==> src/rtl/core/spi_pkg.sv <==
`timescale 1ns / 1ps
// ----------------------------------------------------------------------------
// spi_pkg
// Shared constants and types for the segment pair intersection pipeline.
// ----------------------------------------------------------------------------
package spi_pkg;

    // Fixed width of every coordinate field on the ports
    localparam int FIELD_BITS      = 32;
    // Defaults for the top level parameters
    localparam int COORD_BITS_DEF  = 32;
    localparam int FRAC_BITS_DEF   = 16;
    // Width of the crossing point adder, enough for start plus offset
    localparam int SUM_BITS        = FIELD_BITS + 3;

    // Division lanes carried through every cell
    localparam int LANES  = 4;
    localparam int LANE_X = 0;
    localparam int LANE_Y = 1;
    localparam int LANE_T = 2;
    localparam int LANE_S = 3;

    // Advance control handed along the cell chain
    typedef struct packed {
        logic en;
        logic valid;
    } ctl_t;

endpackage

==> src/rtl/core/spi_out.sv <==
`timescale 1ns / 1ps
// ----------------------------------------------------------------------------
// spi_out
// Round the quotients, form the crossing point, zero a miss, and present
// the result through an output register backed by a skid register.
// ----------------------------------------------------------------------------
module spi_out #(
    parameter int COORD_BITS = spi_pkg::COORD_BITS_DEF,
    parameter int FRAC_BITS  = spi_pkg::FRAC_BITS_DEF
) (
    input  logic                                   aclk,
    input  logic                                   aresetn,
    input  logic                                   valid_i,
    input  logic [2*COORD_BITS+1:0]                d_i,
    input  logic [spi_pkg::LANES-1:0][2*COORD_BITS+1+
                 ((COORD_BITS > FRAC_BITS) ? COORD_BITS+1 : FRAC_BITS+1):0] r_i,
    input  logic [spi_pkg::LANES-1:0]
                 [((COORD_BITS > FRAC_BITS) ? COORD_BITS+1 : FRAC_BITS+1)-1:0] q_i,
    input  logic [2*COORD_BITS+2:0]                sb_i,
    output logic                                   pipe_ready,
    output logic                                   m_valid,
    input  logic                                   m_ready,
    output logic                                   m_hit,
    output logic [spi_pkg::FIELD_BITS-1:0]         m_cross_x,
    output logic [spi_pkg::FIELD_BITS-1:0]         m_cross_y,
    output logic [FRAC_BITS:0]                     m_frac_along_a,
    output logic [FRAC_BITS:0]                     m_frac_along_b
);
    localparam int C   = COORD_BITS;
    localparam int DW  = 2 * C + 2;
    localparam int QW  = (C > FRAC_BITS) ? C + 1 : FRAC_BITS + 1;
    localparam int SBW = 2 * C + 3;
    localparam int OSW = spi_pkg::SUM_BITS;
    localparam int FB  = spi_pkg::FIELD_BITS;

    logic [spi_pkg::LANES-1:0][QW:0] qr;
    logic                            hit, negx, negy;
    logic [C-1:0]                    vs, ws;
    logic signed [OSW-1:0]           offx, offy, sumx, sumy;
    logic [FB-1:0]                   cx_c, cy_c;
    logic [FRAC_BITS:0]              fa_c, fb_c;

    // Round each quotient to nearest, ties to even
    always_comb begin
        logic [DW:0] two_r;
        logic [DW:0] dd;
        logic        inc;
        for (int j = 0; j < spi_pkg::LANES; j++) begin
            two_r = {r_i[j][DW-1:0], 1'b0};
            dd    = {1'b0, d_i};
            inc   = (two_r > dd) || ((two_r == dd) && q_i[j][0]);
            qr[j] = {1'b0, q_i[j]} + (QW+1)'(inc);
        end
    end

    // Form the crossing point and drop everything on a miss
    assign hit  = sb_i[SBW-1];
    assign negx = sb_i[SBW-2];
    assign negy = sb_i[SBW-3];
    assign vs   = sb_i[2*C-1:C];
    assign ws   = sb_i[C-1:0];

    assign offx = negx ? -$signed(OSW'(qr[spi_pkg::LANE_X][C:0]))
                       :  $signed(OSW'(qr[spi_pkg::LANE_X][C:0]));
    assign offy = negy ? -$signed(OSW'(qr[spi_pkg::LANE_Y][C:0]))
                       :  $signed(OSW'(qr[spi_pkg::LANE_Y][C:0]));
    assign sumx = $signed({{(OSW-C){vs[C-1]}}, vs}) + offx;
    assign sumy = $signed({{(OSW-C){ws[C-1]}}, ws}) + offy;
    assign cx_c = hit ? sumx[FB-1:0] : '0;
    assign cy_c = hit ? sumy[FB-1:0] : '0;
    assign fa_c = hit ? qr[spi_pkg::LANE_T][FRAC_BITS:0] : '0;
    assign fb_c = hit ? qr[spi_pkg::LANE_S][FRAC_BITS:0] : '0;

    // Output register with skid
    logic               m_valid_reg, m_valid_next;
    logic               skid_valid_reg, skid_valid_next;
    logic               push, take, load_out, load_skid;
    logic               m_hit_reg, skid_hit_reg;
    logic [FB-1:0]      m_cx_reg, m_cy_reg, skid_cx_reg, skid_cy_reg;
    logic [FRAC_BITS:0] m_fa_reg, m_fb_reg, skid_fa_reg, skid_fb_reg;

    assign pipe_ready = !skid_valid_reg;
    assign push       = pipe_ready && valid_i;
    assign take       = m_ready || !m_valid_reg;
    assign load_out   = take && (skid_valid_reg || push);
    assign load_skid  = !take && push;

    always_comb begin
        m_valid_next    = take ? (skid_valid_reg || push) : 1'b1;
        skid_valid_next = take ? 1'b0 : (skid_valid_reg || push);
    end

    always_ff @(posedge aclk) begin
        if (!aresetn) begin
            m_valid_reg    <= 1'b0;
            skid_valid_reg <= 1'b0;
        end else begin
            m_valid_reg    <= m_valid_next;
            skid_valid_reg <= skid_valid_next;
        end
    end

    always_ff @(posedge aclk) begin
        if (load_out) begin
            m_hit_reg <= skid_valid_reg ? skid_hit_reg : hit;
            m_cx_reg  <= skid_valid_reg ? skid_cx_reg  : cx_c;
            m_cy_reg  <= skid_valid_reg ? skid_cy_reg  : cy_c;
            m_fa_reg  <= skid_valid_reg ? skid_fa_reg  : fa_c;
            m_fb_reg  <= skid_valid_reg ? skid_fb_reg  : fb_c;
        end
        if (load_skid) begin
            skid_hit_reg <= hit;
            skid_cx_reg  <= cx_c;
            skid_cy_reg  <= cy_c;
            skid_fa_reg  <= fa_c;
            skid_fb_reg  <= fb_c;
        end
    end

    assign m_valid        = m_valid_reg;
    assign m_hit          = m_hit_reg;
    assign m_cross_x      = m_cx_reg;
    assign m_cross_y      = m_cy_reg;
    assign m_frac_along_a = m_fa_reg;
    assign m_frac_along_b = m_fb_reg;

    // Skid holds a request only behind a full output register
    a_skid_behind_out: assert property (@(posedge aclk) disable iff (!aresetn)
        skid_valid_reg |-> m_valid_reg)
        else $error("skid full with output register empty");

    // A stalled output register must be refilled by nothing
    a_stall_holds: assert property (@(posedge aclk) disable iff (!aresetn)
        (m_valid_reg && !m_ready) |=> (m_valid_reg && $stable(m_cx_reg)
                                       && $stable(m_fa_reg)))
        else $error("output request changed while stalled");

    // A miss carries all-zero result fields
    a_miss_zero: assert property (@(posedge aclk) disable iff (!aresetn)
        (m_valid_reg && !m_hit_reg) |-> (m_cx_reg == '0 && m_cy_reg == '0
                                         && m_fa_reg == '0 && m_fb_reg == '0))
        else $error("miss with nonzero result fields");

    // Fractions never exceed one
    a_frac_range: assert property (@(posedge aclk) disable iff (!aresetn)
        m_valid_reg |-> (m_fa_reg <= ((FRAC_BITS+1)'(1) << FRAC_BITS)
                         && m_fb_reg <= ((FRAC_BITS+1)'(1) << FRAC_BITS)))
        else $error("fraction above one");

endmodule

==> config.mk <==
export PLATFORM = sky130hd
export DESIGN_NAME = spi_out
export DESIGN_NICKNAME = d
export VERILOG_FILES = /design/src/rtl/core/spi_pkg.sv /design/src/rtl/core/spi_out.sv
export SDC_FILE = /design/constraint.sdc
export NUM_CORES = 1
export LEC_CHECK = 0
export ABC_AREA = 1
export BUFFER_PORTS_ARGS = -buffer_cell sky130_fd_sc_hd__buf_4
export CORE_AREA = 3 3 300 302
export CTS_BUF_LIST = sky130_fd_sc_hd__clkbuf_16
export CTS_CLUSTER_SIZE = 28
export DETAILED_ROUTE_END_ITERATION = 8
export DIE_AREA = 0 0 303 305
export GPL_TIMING_DRIVEN = 0
export HOLD_SLACK_MARGIN = 0.12
export PLACE_DENSITY = 0.56
export SYNTH_ARGS = -nofsm -noshare
export SYNTH_HDL_FRONTEND = slang
export SYNTH_SLANG_ARGS = --single-unit
==> constraint.sdc <==
create_clock -name aclk -period 16.46 [get_ports aclk]
set_input_delay 2.469 -clock aclk [delete_from_list [all_inputs] [get_ports aclk]]
set_output_delay 2.469 -clock aclk [all_outputs]
set_load 0.02 [all_outputs]
==> results of run 1 <==
-- metal layers --
layer / up-vias / wire length, um / GRT usage, %
met5: - / 79 / 0
met4: 12 / 1455 / 3.723
met3: 71 / 8474 / 4.816
met2: 779 / 38870 / 29.05
met1: 10240 / 44510 / 28.77
li1: 11480 / - / -
-- power groups by stage --
stage               clock network, mW  logic, mW  registers (mW)
detailed placement                  0      0.752           0.640
CTS                             0.455      0.755           0.629
global route                    0.474      0.847           0.631
global placement                    0      0.743           0.646
finish                          0.437      0.754           0.628
floorplan                           0      0.395           0.675
-- worst reg2reg max path, cell delays in order (launching register included) --
cell	delay, ns
dfxtp_1	0.34
inv_2	0.26
clkbuf_1	0.80
nand2_1	0.22
nor2_4	0.73
buf_12	0.30
buf_12	0.25
-- area by class of cell --
cell class	instances	area [um2]	area share (%)
Multi-Input combinational cell	2400	14140	49.68
Sequential cell	200	5986	21.04
Timing Repair Buffer	604	4617	16.23
Inverter	405	1520	5.343
Tap cell	1165	1458	5.123
Clock buffer	17	425.4	1.495
Clock inverter	14	166.4	0.5848
Buffer	37	140.1	0.4925
Antenna cell	2	5.005	0.01759
-- synthesized netlist by cell type (17+ instances only) --
library cell / n
a21oi_1: 245
nor3_1: 50
o21ai_0: 116
xnor2_1: 35
nor4_1: 26
nand2_2: 17
clkbuf_1: 27
nand3_1: 103
o21a_1: 17
inv_1: 401
nand2_1: 873
edfxtp_1: 198
xor2_1: 56
ha_1: 336
nor2_1: 297
nand4_1: 60
-- worst paths after layout --
path / to / slack, ns / cells past startpoint
worst max-delay path: m_cross_x[28] / 6.58 / 36
worst min register to register: m_frac_along_a[16] / 0.52 / 2
worst min-delay path: m_frac_along_a[16] / 0.52 / 2
worst max register to register: skid_cx_reg[10] / 13.25 / 6
-- cells by family (layout without fill, tap and decap cells) --
| kind of cell | after synthesis | count (layout) | share of synthesized area [%] |
|---|---|---|---|
| flip-flops | 200 | 200 | 27.50 |
| buffers and inverters | 442 | 1077 | 7.628 |
| AND/OR/NAND/NOR | 1495 | 1495 | 29.40 |
| AO/OA/AOI/OAI | 475 | 475 | 12.24 |
| XOR/XNOR | 92 | 92 | 3.736 |
| other | 0 | 2 | 0 |
| adder cells (fa/ha/maj) | 338 | 338 | 19.50 |
-- stage by stage --
step | hold slack [ns] | total power, mW | utilization, % | worst slack, ns | cell area [um2]
2_1_floorplan | 0.4908 | 1.069 | - | 9.109 | 21770
5_1_grt | 0.5326 | 1.952 | 32.34 | 5.967 | 28450
4_1_cts | 0.5161 | 1.839 | 32.34 | 6.910 | 28450
3_5_place_dp | 0.5008 | 1.391 | 31.67 | 6.402 | 27860
3_3_place_gp | 0.4963 | 1.389 | 31.51 | 6.184 | 27710
6_report | 0.5154 | 1.820 | 32.35 | 6.583 | 28450
==> flow_metrics.env, run 1 <==
export IMPL_critPathTopFamily="simple AND/OR/NAND/NOR gates"
export IMPL_clock_sinks=200
export IMPL_final_setup_viol_count=0
export IMPL_yosysTopAreaCell="edfxtp_1"
export IMPL_hold_viol=0
export IMPL_hold_path_class="reg -> reg"
export IMPL_die_w_um=303
export IMPL_drc=0
export IMPL_place_hpwl_um=81560
export IMPL_globalRouteTotalUtil_pct=19.61
export IMPL_synth_area_top_cells="edfxtp_1 27%, ha_1 19%, nand2_1 15%"
export IMPL_cp_num_buf_inv=7
export IMPL_vias=22580
export IMPL_initial_utilization_pct=24.75
export IMPL_final_cells=4844
export IMPL_gp_congestion=0.9328
export IMPL_internal_power_mw=1.136
export IMPL_slowest_stage="nor4b_1"
export IMPL_p_sw_mw=0.6841
export IMPL_rsz0062_at_grt="no"
export IMPL_postSynthNetCount=4045
export IMPL_syn_inst=3042
export IMPL_gr_total_overflow=0
export IMPL_max_freq_ghz=0.1012
export IMPL_pwr_share_clk_pct=24.0
export IMPL_ant_nets=0
export IMPL_port_buffers=598
export IMPL_reg2reg_from="skid_valid_reg"
export IMPL_tritoncts="built"
export IMPL_critical_path_required_ns=16.78
export IMPL_layout_common_cells="873 x nand2_1, 598 x buf_4, 401 x inv_1"
export IMPL_worstMarginPinSlew_ns=1.444
export IMPL_period_minus_slack_ns=9.877
export IMPL_nFillCells=9596
export IMPL_routedWlPerCell_um=19.28
export IMPL_period_share_pct=60.01
export IMPL_switching_share_pct=37.60
export IMPL_min_from="skid_fa_reg[16]"
export IMPL_coreArea_mm2=0.08797
export IMPL_cts_hold_buf=0
export IMPL_cts_max_path_buffers=2
export IMPL_combPwrFrac_pct=41.5
export IMPL_vdd_drop_max_uv=79.87
export IMPL_cts_setup_buffers=0
export IMPL_clock_skew_ns=0.01091
export IMPL_grt_pass1_vias=21370
export IMPL_seqPwrFrac_pct=34.5
export IMPL_start_kind="input port"
export IMPL_p_per_area_mw_per_mm2=63.95
export IMPL_synth_cell_types=57
export IMPL_synth_seq_area_share_pct=27.50
export IMPL_startpoint="d_i[50]"
export IMPL_synth_edff_count=198
export IMPL_grt_pass1_wl_um=134600
export IMPL_cts_resized=0
export IMPL_nNetsFinal=4668
export IMPL_status="completed"
export IMPL_synthArstFlopShare_pct=0
export IMPL_max_stage_delay_ns=1.22
export IMPL_slew_headroom_pct=2.388
export IMPL_yosys_warnings=0
export IMPL_layout_drive_gt1_share_pct=19.23
export IMPL_critical_path_class="in -> reg"
export IMPL_netlist_area_mm2=0.02177
export IMPL_synth_flop_cell="edfxtp_1"
export IMPL_synth_seq_cells=200
export IMPL_htree_levels=4
export IMPL_tns_ns=0
export IMPL_critPathCaptureType="register"
export IMPL_area_growth_pct=30.72
export IMPL_rows=109
export IMPL_die_y_um=305
export IMPL_drv_cap=0
export IMPL_insertion_delay_ns=0.48
export IMPL_numCtsBuffers=17
export IMPL_drt_initial_drc_count=1803
export IMPL_syn_area_per_cell_um2=7.156
export IMPL_clk_pin_slew_ns=0.08
export IMPL_via_per_inst=4.661
export IMPL_cp_common_cell="inv_1"
export IMPL_ioPinCount=766
export IMPL_worstPathMaxFanout=5
export IMPL_first_pass_iters=5
export IMPL_arrival_ns=10.19
export IMPL_die_area_mm2=0.09242
export IMPL_dp_cells=4811
export IMPL_antenna_found_initial=11
export IMPL_finalWirelength_um=93390
export IMPL_grt_max_degree=34
export IMPL_synth_top_area_share_pct=27.32
export IMPL_root_buffer="clkbuf_16"
export IMPL_mostFrequentLayoutCell="nand2_1"
export IMPL_p_leak_nw=13.99
export IMPL_final_max_slew_viol_count=0
(Power assumes the default switching activity.)
==> inputs of run 2 (changes only) <==
==> constraint.sdc (replaced) <==
create_clock -name aclk -period 9.3 [get_ports aclk]
set_input_delay 1.395 -clock aclk [delete_from_list [all_inputs] [get_ports aclk]]
set_output_delay 1.395 -clock aclk [all_outputs]
set_load 0.02 [all_outputs]
==> run 2 against run 1 <==
First-iteration DRC count fell by 1.7%. Clock skew barely moved. Combinational power rose by 76%. Clock power rose by 77%. Critical endpoint unchanged. Clock-buffer cell count did not move. Sequential power rose by 77%. Cell area barely moved. Critical path type unchanged. Setup slack got worse by 5.7 ns. Via count did not move. Core utilization barely moved.
==> flow_metrics.env, run 2 (synthesis results as in run 1) <==
export IMPL_p_per_area_mw_per_mm2=113.1
export IMPL_die_w_um=303
export IMPL_critical_path_class="in -> reg"
export IMPL_vdd_drop_max_uv=141.4
export IMPL_status="completed"
export IMPL_drc=0
export IMPL_initial_utilization_pct=24.75
export IMPL_cp_common_cell="inv_1"
export IMPL_htree_levels=4
export IMPL_worstPathMaxFanout=5
export IMPL_hold_viol=0
export IMPL_globalRouteTotalUtil_pct=19.61
export IMPL_area_growth_pct=30.76
export IMPL_mostFrequentLayoutCell="nand2_1"
export IMPL_first_pass_iters=5
export IMPL_slew_headroom_pct=15.70
export IMPL_final_max_slew_viol_count=0
export IMPL_worstMarginPinSlew_ns=1.253
export IMPL_drv_cap=0
export IMPL_clk_pin_slew_ns=0.08
export IMPL_gr_total_overflow=0
export IMPL_root_buffer="clkbuf_16"
export IMPL_nNetsFinal=4668
export IMPL_die_y_um=305
export IMPL_final_util_pct=32.36
export IMPL_critical_path_required_ns=9.62
export IMPL_p_leak_nw=13.99
export IMPL_port_buffers=598
export IMPL_coreArea_mm2=0.08797
export IMPL_holdPathStages=2
export IMPL_ioPinCount=766
export IMPL_start_kind="input port"
export IMPL_via_per_inst=4.660
export IMPL_slowest_stage="nor3_1"
export IMPL_rows=109
export IMPL_gp_congestion=0.9328
export IMPL_grt_pass1_vias=21370
export IMPL_final_cells=4845
export IMPL_max_stage_delay_ns=0.93
export IMPL_place_hpwl_um=81560
export IMPL_tritoncts="built"
export IMPL_insertion_delay_ns=0.48
export IMPL_die_area_mm2=0.09242
export IMPL_cts_hold_buf=0
export IMPL_worstRegToRegCells=6
export IMPL_layout_drive_gt1_share_pct=19.25
export IMPL_grt_pass1_wl_um=134600
export IMPL_max_freq_ghz=0.1192
export IMPL_routedWlPerCell_um=19.28
export IMPL_antenna_found_initial=11
export IMPL_critPathCaptureType="register"
export IMPL_hold_path_class="reg -> reg"
export IMPL_period_share_pct=90.21
export IMPL_fin_area_mm2=0.02846
export IMPL_vias=22580
export IMPL_arrival_ns=8.71
export IMPL_period_minus_slack_ns=8.390
export IMPL_dpl_instance_area_mm2=0.02786
export IMPL_cts_setup_buffers=0
export IMPL_ant_nets=0
export IMPL_numCtsBuffers=17
export IMPL_cts_max_path_buffers=2
export IMPL_cts_resized=0
export IMPL_clock_skew_ns=0.01091
export IMPL_layout_common_cells="873 x nand2_1, 598 x buf_4, 401 x inv_1"
export IMPL_drt_initial_drc_count=1772
export IMPL_finalWirelength_um=93430
export IMPL_tns_ns=0
export IMPL_rsz0062_at_grt="no"
export IMPL_final_setup_viol_count=0
export IMPL_grt_max_degree=34
export IMPL_dp_cells=4811
export IMPL_clock_sinks=200
run 2: changes by cell type in the layout (fill, tap and decap cells not counted), sizes merged:
cell,change
diode,+1
run 2: area by class of cell:
cell class / instances / area [um2]
buffer: 37 / 140.1
fill: 9595 / 59500
clock inverter: 14 / 166.4
multi-input combinational: 2400 / 14140
tap: 1165 / 1458
inverter: 405 / 1520
sequential: 200 / 5986
antenna: 3 / 7.507
timing repair buffer: 604 / 4617
clock buffer: 17 / 425.4
run 2: path summary, 6_finish.rpt:
check | start | endpoint | slack (ns)
min | skid_fa_reg[16] | m_frac_along_a[16] | 0.52
max reg2reg | skid_valid_reg | skid_cx_reg[10] | 6.09
min reg2reg | skid_fa_reg[16] | m_frac_along_a[16] | 0.52
max | d_i[50] | m_cross_x[28] | 0.91
run 2: metal layers:
layer	up-vias	routed length (um)	global-route usage, %
met5	-	79	0
met1	10230	44480	28.77
met2	791	38860	29.05
li1	11470	-	-
met3	73	8539	4.816
met4	12	1469	3.723
run 2: worst max-delay path, delay by kind of cell:
| kind | cells | cell delay (ns) |
|---|---|---|
| xor gates and xnor gates | 2 | 0.35 |
| AOI/OAI and AO/OA | 3 | 0.60 |
| adders and majority gates | 4 | 1.25 |
| and+or+nand+nor | 20 | 4.52 |
| buffers and inverters | 7 | 0.60 |
run 2: where the power goes:
group          internal [mW]  switching [mW]  leakage [nW]  total [mW]
Clock                  0.403           0.371         0.288       0.774
Combinational          0.520           0.815          11.8        1.33
Sequential              1.09          0.0243          1.92        1.11
Total                   2.01            1.21          14.0        3.22
run 2: through the flow:
stage               total power, mW  setup WS (ns)  hold slack, ns
finish                        3.220         0.9105          0.5154
global route                  3.456         0.3114          0.5326
CTS                           3.255         0.8238          0.5161
detailed placement            2.463         0.3162          0.5008
global placement              2.458        0.09758          0.4963
floorplan                     1.893          3.023          0.4908
